<file path="config.mk">
export PLATFORM = sky130hd
export DESIGN_NAME = scalar_kalman_filter_core
export DESIGN_NICKNAME = d
export VERILOG_FILES = /design/src/hdl/skf_pkg.sv /design/src/hdl/skf_serial_div.sv /design/src/hdl/skf_serial_mul.sv /design/src/hdl/scalar_kalman_filter_core.sv
export SDC_FILE = /design/constraint.sdc
export NUM_CORES = 2
export LEC_CHECK = 0
export ABC_AREA = 1
export ABC_CLOCK_PERIOD_IN_PS = 3400
export BUFFER_PORTS_ARGS = -buffer_cell sky130_fd_sc_hd__buf_2
export CAP_MARGIN = 30
export CORE_MARGIN = 3
export CORE_UTILIZATION = 64
export CTS_BUF_LIST = sky130_fd_sc_hd__clkbuf_8 sky130_fd_sc_hd__clkbuf_16
export CTS_CLUSTER_DIAMETER = 100
export DETAILED_ROUTE_END_ITERATION = 10
export PLACE_DENSITY_LB_ADDON = 0.25
export SYNTH_ARGS = -nofsm -noshare
export SYNTH_HDL_FRONTEND = slang
export SYNTH_SLANG_ARGS = --single-unit
</file>
<file path="constraint.sdc">
create_clock -name clk -period 3.4 [get_ports clk]
set_input_delay 0.51 -clock clk [delete_from_list [all_inputs] [get_ports clk]]
set_output_delay 0.51 -clock clk [all_outputs]
set_load 0.02 [all_outputs]
</file>
<file path="src/hdl/skf_pkg.sv">
// Package for the scalar Kalman filter core: widths, reset values,
// register index codes and the sequencer state type. No dependencies.
package skf_pkg;

	localparam int SampleWidthDef = 16;
	localparam int DataWidth      = 32;
	localparam int VarWidth       = 34;
	localparam int DenWidth       = VarWidth + 1;
	localparam int GainWidth      = 17;
	localparam int FracBits       = 16;
	localparam int CfgIndexWidth  = 8;

	localparam logic [GainWidth-1:0] FracOne = 17'h1_0000;
	localparam logic [VarWidth-1:0]  PInit   = 34'd196608;
	localparam logic [DataWidth-1:0] QReset  = 32'd655;
	localparam logic [DataWidth-1:0] RReset  = 32'd65536;

	localparam logic [CfgIndexWidth-1:0] RegProcessNoise     = 8'd0;
	localparam logic [CfgIndexWidth-1:0] RegMeasurementNoise = 8'd1;

	typedef enum logic [2:0] {
		ST_IDLE,
		ST_ADD_Q,
		ST_ADD_R,
		ST_DIV,
		ST_MUL,
		ST_FIN
	} skf_state_t;

endpackage

</file>
<file path="src/hdl/skf_serial_div.sv">
// Restoring divider, one quotient bit per cycle, MSB first.
// Expects num <= den; standalone, no package needed.
module skf_serial_div #(
	parameter int DEN_WIDTH = 35,
	parameter int QUO_WIDTH = 17
) (
	input  logic                 clk,
	input  logic                 arst_n,
	input  logic                 start,
	input  logic [DEN_WIDTH-1:0] num,
	input  logic [DEN_WIDTH-1:0] den,
	output logic                 busy,
	output logic [QUO_WIDTH-1:0] quotient
);
	localparam int CNT_WIDTH = $clog2(QUO_WIDTH + 1);

	logic [DEN_WIDTH:0]   rem_q;
	logic [DEN_WIDTH-1:0] den_q;
	logic [QUO_WIDTH-1:0] quo_q;
	logic [CNT_WIDTH-1:0] cnt_q;
	logic [DEN_WIDTH+1:0] diff;
	logic                 ge;
	logic [DEN_WIDTH:0]   keep;

	assign diff = {1'b0, rem_q} - {2'b0, den_q};
	assign ge   = ~diff[DEN_WIDTH+1];
	assign keep = ge ? diff[DEN_WIDTH:0] : rem_q;

	always_ff @(posedge clk or negedge arst_n) begin
		if (!arst_n) begin
			rem_q <= '0;
			den_q <= '0;
			quo_q <= '0;
			cnt_q <= '0;
		end else if (start) begin
			rem_q <= {1'b0, num};
			den_q <= den;
			quo_q <= '0;
			cnt_q <= CNT_WIDTH'(QUO_WIDTH);
		end else if (cnt_q != '0) begin
			rem_q <= {keep[DEN_WIDTH-1:0], 1'b0};
			quo_q <= {quo_q[QUO_WIDTH-2:0], ge};
			cnt_q <= cnt_q - CNT_WIDTH'(1);
		end
	end

	assign busy     = (cnt_q != '0);
	assign quotient = quo_q;

endmodule

</file>
<file path="src/hdl/skf_serial_mul.sv">
// Shift-add multiplier: signed multiplicand, unsigned multiplier taken
// one bit per cycle, LSB first. Standalone, no package needed.
module skf_serial_mul #(
	parameter int A_WIDTH = 41,
	parameter int B_WIDTH = 17
) (
	input  logic                              clk,
	input  logic                              arst_n,
	input  logic                              start,
	input  logic signed [A_WIDTH-1:0]         a,
	input  logic        [B_WIDTH-1:0]         b,
	output logic                              busy,
	output logic signed [A_WIDTH+B_WIDTH-1:0] product
);
	localparam int P_WIDTH   = A_WIDTH + B_WIDTH;
	localparam int CNT_WIDTH = $clog2(B_WIDTH + 1);

	logic signed [P_WIDTH-1:0] a_q;
	logic        [B_WIDTH-1:0] b_q;
	logic signed [P_WIDTH-1:0] acc_q;
	logic [CNT_WIDTH-1:0]      cnt_q;

	always_ff @(posedge clk or negedge arst_n) begin
		if (!arst_n) begin
			a_q   <= '0;
			b_q   <= '0;
			acc_q <= '0;
			cnt_q <= '0;
		end else if (start) begin
			a_q   <= {{B_WIDTH{a[A_WIDTH-1]}}, a};
			b_q   <= b;
			acc_q <= '0;
			cnt_q <= CNT_WIDTH'(B_WIDTH);
		end else if (cnt_q != '0) begin
			if (b_q[0]) begin
				acc_q <= acc_q + a_q;
			end
			a_q   <= a_q <<< 1;
			b_q   <= b_q >> 1;
			cnt_q <= cnt_q - CNT_WIDTH'(1);
		end
	end

	assign busy    = (cnt_q != '0);
	assign product = acc_q;

endmodule

</file>
<file path="src/hdl/scalar_kalman_filter_core.sv">
// Scalar Kalman filter core (A = H = 1): sequencer, state and config registers.
// Depends on skf_pkg, skf_serial_div and skf_serial_mul.
//
//   channel | signals                                  | direction
//   --------+------------------------------------------+-----------------
//   in      | in_valid, in_stall, measurement          | sample in
//   out     | out_valid, out_stall, filtered_value,gain | estimate out
//   cfg     | cfg_valid, cfg_ready, cfg_index, cfg_data | register write
//
// An item passes two add states (ADD_Q, ADD_R), the serial divider (17 gain bits),
// the two serial multipliers side by side and the update state (FIN); in_stall stays
// high until the sequencer is back in IDLE, so a new item waits until the last is done.
// Reset loads Q = 655, R = 1.0, estimate 0 and variance 3.0.
// A result waits in the output register while out_stall is high; the next item is
// accepted meanwhile and holds in its update cycle until the slot frees.
module scalar_kalman_filter_core #(
	parameter int SAMPLE_WIDTH = skf_pkg::SampleWidthDef
) (
	input  logic                                clk,
	input  logic                                arst_n,
	input  logic                                in_valid,
	output logic                                in_stall,
	input  logic signed [SAMPLE_WIDTH-1:0]      measurement,
	output logic                                out_valid,
	input  logic                                out_stall,
	output logic signed [skf_pkg::DataWidth-1:0] filtered_value,
	output logic [skf_pkg::GainWidth-1:0]       gain,
	input  logic                                cfg_valid,
	output logic                                cfg_ready,
	input  logic [skf_pkg::CfgIndexWidth-1:0]   cfg_index,
	input  logic [skf_pkg::DataWidth-1:0]       cfg_data
);
	import skf_pkg::*;

	localparam int MEAS_WIDTH = SAMPLE_WIDTH + FracBits;
	localparam int RES_WIDTH  = ((MEAS_WIDTH > DataWidth) ? MEAS_WIDTH : DataWidth) + 1;
	localparam int PRD_WIDTH  = RES_WIDTH + GainWidth;
	localparam int SUM_WIDTH  = RES_WIDTH + 2;
	localparam int VPA_WIDTH  = VarWidth + 1;
	localparam int VPR_WIDTH  = VPA_WIDTH + GainWidth;

	skf_state_t state_q, state_d;

	logic                         div_start, mul_start, fin_load;
	logic                         div_busy, res_busy, var_busy;
	logic [GainWidth-1:0]         quotient;

	logic [DataWidth-1:0]         q_q, r_q;
	logic signed [DataWidth-1:0]  est_q;
	logic [VarWidth-1:0]          pvar_q;
	logic signed [SAMPLE_WIDTH-1:0] meas_q;
	logic [VarWidth-1:0]          p_q;
	logic signed [RES_WIDTH-1:0]  residual_q;
	logic                         den_zero_q;
	logic [GainWidth-1:0]         gain_q;
	logic                         out_valid_q;
	logic signed [DataWidth-1:0]  out_value_q;
	logic [GainWidth-1:0]         out_gain_q;

	logic [VarWidth:0]            p_sum;
	logic [VarWidth-1:0]          p_sat;
	logic [DenWidth-1:0]          den;
	logic signed [RES_WIDTH-1:0]  meas_ext, est_ext;
	logic [GainWidth-1:0]         gain_new;
	logic [GainWidth-1:0]         one_minus;
	logic signed [PRD_WIDTH-1:0]  res_prod;
	logic signed [VPR_WIDTH-1:0]  var_prod;
	logic signed [SUM_WIDTH-1:0]  est_sum;
	logic signed [DataWidth-1:0]  est_next;
	logic                         cfg_wr;
	logic                         cfg_restart;

	always_ff @(posedge clk or negedge arst_n) begin
		if (!arst_n) begin
			state_q <= ST_IDLE;
		end else begin
			state_q <= state_d;
		end
	end

	always_comb begin
		state_d   = state_q;
		in_stall  = 1'b1;
		div_start = 1'b0;
		mul_start = 1'b0;
		fin_load  = 1'b0;
		unique case (state_q)
			ST_IDLE: begin
				in_stall = 1'b0;
				if (in_valid) begin
					state_d = ST_ADD_Q;
				end
			end
			ST_ADD_Q: begin
				state_d = ST_ADD_R;
			end
			ST_ADD_R: begin
				div_start = 1'b1;
				state_d   = ST_DIV;
			end
			ST_DIV: begin
				if (!div_busy) begin
					mul_start = 1'b1;
					state_d   = ST_MUL;
				end
			end
			ST_MUL: begin
				if (!res_busy && !var_busy) begin
					state_d = ST_FIN;
				end
			end
			ST_FIN: begin
				if (!out_valid_q || !out_stall) begin
					fin_load = 1'b1;
					state_d  = ST_IDLE;
				end
			end
			default: begin
				state_d = ST_IDLE;
			end
		endcase
	end

	assign p_sum    = {1'b0, pvar_q} + {{(VarWidth + 1 - DataWidth){1'b0}}, q_q};
	assign p_sat    = p_sum[VarWidth] ? '1 : p_sum[VarWidth-1:0];
	assign den      = {1'b0, p_q} + {{(DenWidth - DataWidth){1'b0}}, r_q};
	assign meas_ext = {{(RES_WIDTH - MEAS_WIDTH){meas_q[SAMPLE_WIDTH-1]}}, meas_q,
		{FracBits{1'b0}}};
	assign est_ext  = {{(RES_WIDTH - DataWidth){est_q[DataWidth-1]}}, est_q};
	assign gain_new = den_zero_q ? FracOne : quotient;
	assign one_minus = FracOne - gain_new;

	assign est_sum = {{(SUM_WIDTH - DataWidth){est_q[DataWidth-1]}}, est_q}
		+ {res_prod[PRD_WIDTH-1], res_prod[PRD_WIDTH-1:FracBits]};

	always_comb begin
		if (est_sum[SUM_WIDTH-1:DataWidth-1] == '0
				|| est_sum[SUM_WIDTH-1:DataWidth-1] == '1) begin
			est_next = est_sum[DataWidth-1:0];
		end else if (est_sum[SUM_WIDTH-1]) begin
			est_next = {1'b1, {(DataWidth - 1){1'b0}}};
		end else begin
			est_next = {1'b0, {(DataWidth - 1){1'b1}}};
		end
	end

	assign cfg_ready   = 1'b1;
	assign cfg_wr      = cfg_valid && cfg_ready;
	assign cfg_restart = cfg_wr && (cfg_index inside {RegProcessNoise, RegMeasurementNoise});

	always_ff @(posedge clk or negedge arst_n) begin
		if (!arst_n) begin
			q_q         <= QReset;
			r_q         <= RReset;
			est_q       <= '0;
			pvar_q      <= PInit;
			meas_q      <= '0;
			p_q         <= '0;
			residual_q  <= '0;
			den_zero_q  <= 1'b0;
			gain_q      <= '0;
			out_valid_q <= 1'b0;
			out_value_q <= '0;
			out_gain_q  <= '0;
		end else begin
			if (state_q == ST_IDLE && in_valid) begin
				meas_q <= measurement;
			end
			if (state_q == ST_ADD_Q) begin
				p_q        <= p_sat;
				residual_q <= meas_ext - est_ext;
			end
			if (div_start) begin
				den_zero_q <= (den == '0);
			end
			if (mul_start) begin
				gain_q <= gain_new;
			end
			if (cfg_restart) begin
				est_q  <= '0;
				pvar_q <= PInit;
			end else if (fin_load) begin
				est_q  <= est_next;
				pvar_q <= var_prod[VarWidth+FracBits-1:FracBits];
			end
			if (fin_load) begin
				out_value_q <= est_next;
				out_gain_q  <= gain_q;
				out_valid_q <= 1'b1;
			end else if (out_valid_q && !out_stall) begin
				out_valid_q <= 1'b0;
			end
			if (cfg_wr) begin
				case (cfg_index)
					RegProcessNoise: begin
						q_q <= cfg_data;
					end
					RegMeasurementNoise: begin
						r_q <= cfg_data;
					end
					default: begin
					end
				endcase
			end
		end
	end

	skf_serial_div #(
		.DEN_WIDTH (DenWidth),
		.QUO_WIDTH (GainWidth)
	) u_div (
		.clk      (clk),
		.arst_n   (arst_n),
		.start    (div_start),
		.num      ({1'b0, p_q}),
		.den      (den),
		.busy     (div_busy),
		.quotient (quotient)
	);

	skf_serial_mul #(
		.A_WIDTH (RES_WIDTH),
		.B_WIDTH (GainWidth)
	) u_res_mul (
		.clk     (clk),
		.arst_n  (arst_n),
		.start   (mul_start),
		.a       (residual_q),
		.b       (gain_new),
		.busy    (res_busy),
		.product (res_prod)
	);

	skf_serial_mul #(
		.A_WIDTH (VPA_WIDTH),
		.B_WIDTH (GainWidth)
	) u_var_mul (
		.clk     (clk),
		.arst_n  (arst_n),
		.start   (mul_start),
		.a       ({1'b0, p_q}),
		.b       (one_minus),
		.busy    (var_busy),
		.product (var_prod)
	);

	assign out_valid      = out_valid_q;
	assign filtered_value = out_value_q;
	assign gain           = out_gain_q;

endmodule
</file>
==> impl_metrics.json <==
{
  "status": "completed",
  "initial_core_util_pct": 64.79,
  "pre_cts_slack_ps": 449.3,
  "std_cell_rows": 93,
  "fin_skew_ps": 22.91,
  "hold_viol": 0,
  "avgRoutedWirePerCell_um": 19.44,
  "drtIter0Drc": 4712,
  "crit_top_cell": "nand2_1",
  "firstDrtPassIters": 6,
  "synth_edf_count": 0,
  "ys_async_sr_fraction_pct": 100.0,
  "postSynthAreaPerCell_um2": 7.174,
  "synth_ff_type": "dfrtp_1",
  "fin_area_um2": 45930,
  "num_io_pins": 113,
  "seq_area_frac_synth_pct": 37.17,
  "fin_tns_setup_ps": 0,
  "synth-seq-cells": 621,
  "cp_max_fo": 4,
  "crit_family": "compound AO/OA/AOI/OAI gates",
  "finalSetupViolCount": 0,
  "path_buf_inv": 2,
  "netlist_area_um2": 41840,
  "max_freq_mhz": 319.2,
  "netlist_instances": 5832,
  "die_area_um2": 68480,
  "postRouteAntennaNets": 0,
  "cts_htree_levels": 3,
  "yosysWarnings": 0,
  "synthesis.nets": 6153,
  "maxSlewHeadroom_pct": 31.93,
  "power_density_nw_per_um2": 1008,
  "post-route-period-util_pct": 92.13,
  "final-max-slew-violation-count": 0,
  "drc_errors": 0,
  "drive_gt1_share_pct": 6.964,
  "drt-total-wl_um": 132500,
  "end_kind": "register",
  "postCtsSetupBuffers": 0,
  "grt_max_degree": 98,
  "hold_slack_ps": 113.5,
  "clkLatencyLatePin_ps": 640,
  "cap_violations": 0,
  "finalCriticalPeriod_ps": 3132,
  "cts_max_path_buffers": 3,
  "worst_path_max_delay_cell": "o21ai_0",
  "grtUsageTotal_pct": 38.55,
  "synth.distinct_cells": 61,
  "cts_tree": "done",
  "cp.arrival_ps": 3670,
  "overflow": 0,
  "fillers": 5424,
  "mostFrequentLayoutCells": "nand2_1, inv_1, dfrtp_1, o21ai_0, nor2_1",
  "grt_pass1_wl_um": 208600,
  "io_buffers": 111,
  "cp-start-kind": "register",
  "cp_cell_sequence": "inv_1 > ha_1 > fa_1 > inv_1 > nand3_1 > nand2_1 > a21oi_1 > o21ai_0 > nand2_1 > nand2_1 > nand2_1 > nand2_1 > nand2_1 > nand3_1 > o21ai_0 > o21ai_0",
  "syn_to_final_growth_pct": 9.767,
  "grt_pass1_vias": 38680,
  "dp_hpwl_um": 99880,
  "timing.final.ws_setup_ps": 267.6,
  "core_um2": 64580,
  "vias_per_cell": 6.030,
  "cts_made_buffers": 70,
  "cpPeakStageDelay_ps": 470,
  "final_common_cell": "nand2_1",
  "p_leak_nw": 22.94,
  "place.gp.congestion": 1.011,
  "dieHeight_um": 261.7,
  "num_vias": 41090,
  "hold_path_class": "in -> reg",
  "setup.worst_path.class": "reg -> reg",
  "fin_nets": 6224,
  "die_w_um": 261.7,
  "clock_sinks": 621,
  "rsz0062_at_grt": "false",
  "dpl_cell_area_um2": 43320,
  "tightest_slew_ps": 1020,
  "root_buffer": "clkbuf_16",
  "total_power_w": 0.04629,
  "irDropWorstVdd_v": 0.0009678,
  "clk_transition_reported_paths_ps": 60,
  "antenna_found_initial": 4,
  "required_ps": 3940
}
final cells by class:
class                           instances  area [um^2]  share of cell area (%)
Antenna cell                            1        2.502                0.005449
Clock buffer                           79         1876                   4.084
Inverter                              695         2614                   5.691
Timing Repair Buffer                  169         1229                   2.675
Tap cell                              855         1070                   2.329
Multi-Input combinational cell       4346        22920                   49.91
Sequential cell                       621        15550                   33.86
Clock inverter                         49        661.9                   1.441
worst reg2reg max path, cell delays in order (launching register included):
cell,delay (ps)
dfrtp_1,350
inv_1,70
ha_1,230
fa_1,440
inv_1,180
nand3_1,90
nand2_1,210
a21oi_1,140
o21ai_0,470
nand2_1,100
nand2_1,190
nand2_1,90
nand2_1,70
nand2_1,50
nand3_1,70
o21ai_0,110
o21ai_0,180
where the power goes:
group	internal, W	switching (W)
logic	0.00844	0.0166
registers	0.0102	0.00271
clock network	0.00489	0.00340
cells in the mapped netlist, types with 27 or more instances:
| library cell | n | area [um^2] |
|---|---|---|
| a22oi_1 | 55 | 412.9 |
| o22ai_1 | 30 | 187.7 |
| o211ai_1 | 58 | 435.4 |
| a21o_1 | 33 | 247.7 |
| or2_2 | 27 | 168.9 |
| xnor2_1 | 56 | 490.5 |
| nor2_1 | 526 | 1974 |
| nand4_1 | 39 | 244.0 |
| nand2_1 | 1550 | 5818 |
| xor2_1 | 73 | 639.4 |
| a21oi_1 | 390 | 1952 |
| nand3_1 | 369 | 1847 |
| ha_1 | 254 | 3178 |
| a31oi_1 | 33 | 206.5 |
| nor3_1 | 59 | 295.3 |
| o21ai_0 | 533 | 2668 |
| inv_1 | 688 | 2582 |
| nand2_2 | 30 | 187.7 |
| o21bai_1 | 37 | 277.8 |
| dfrtp_1 | 612 | 15310 |
| clkbuf_1 | 122 | 457.9 |
cells by family (layout without fill, tap and decap cells):
logic type	count (synthesis)	count (layout)	synth area share, %
buffers and inverters	865	992	8.143
and+or+nand+nor	2668	2668	26.42
AOI/OAI and AO/OA	1272	1272	17.24
xor gates and xnor gates	129	129	2.700
DFF	621	621	37.17
adders and majority gates	260	260	7.883
muxes	16	16	0.4306
other	1	2	0.008963
state kept, by name, summed over array words and instances, names as in the netlist, 32 cells and up:
name and count:
residual_q 33, p_q 34, r_q 32, u_div.den_q 35, u_var_mul.product 50, pvar_q 34, est_q 32, u_res_mul.product 50
filtered_value 32, u_div.rem_q 36, u_var_mul.a_q 50, q_q 32, u_res_mul.a_q 50
final timing paths:
check / from / end / slack [ps] / cells past startpoint
hold reg to reg: gain_q[4]$_DFFE_PN0P_ / gain_q[4]$_DFFE_PN0P_ / 470 / 2
setup reg to reg: u_div.rem_q[0]$_DFFE_PN0P_ / u_div.rem_q[25]$_DFFE_PN0P_ / 270 / 16
hold / removal: measurement[15] / meas_q[15]$_DFFE_PN0P_ / 110 / 2
max in group asynchronous: arst_n / pvar_q[3]$_DFFE_PN0P_ / 1960 / 3
setup / recovery: u_div.rem_q[0]$_DFFE_PN0P_ / u_div.rem_q[25]$_DFFE_PN0P_ / 270 / 16
min in group asynchronous: arst_n / u_div.den_q[5]$_DFFE_PN0P_ / 440 / 2
stage by stage:
step / std cells / utilization, %
after floorplan: 5832 / -
after global placement: 6682 / 67.07
after detailed placement: 6682 / 67.07
after CTS: 6811 / 71.02
after global routing: 6814 / 71.11
final: 6815 / 71.11
layer usage:
metal,track usage (%),part of all wire (%),vias to the layer above
met5,0,0.0098,-
met4,12.17,3.2,2
met3,7.758,10,263
met2,57.42,43,1927
met1,56.64,44,19420
li1,-,-,19480
repair_timing:
item                                   CTS  global route
resized for setup                        0             0
hold buffers                             1             0
endpoints found under the hold margin   51             0
setup endpoints to repair                0             0
Power figures use the tool's default switching activity.
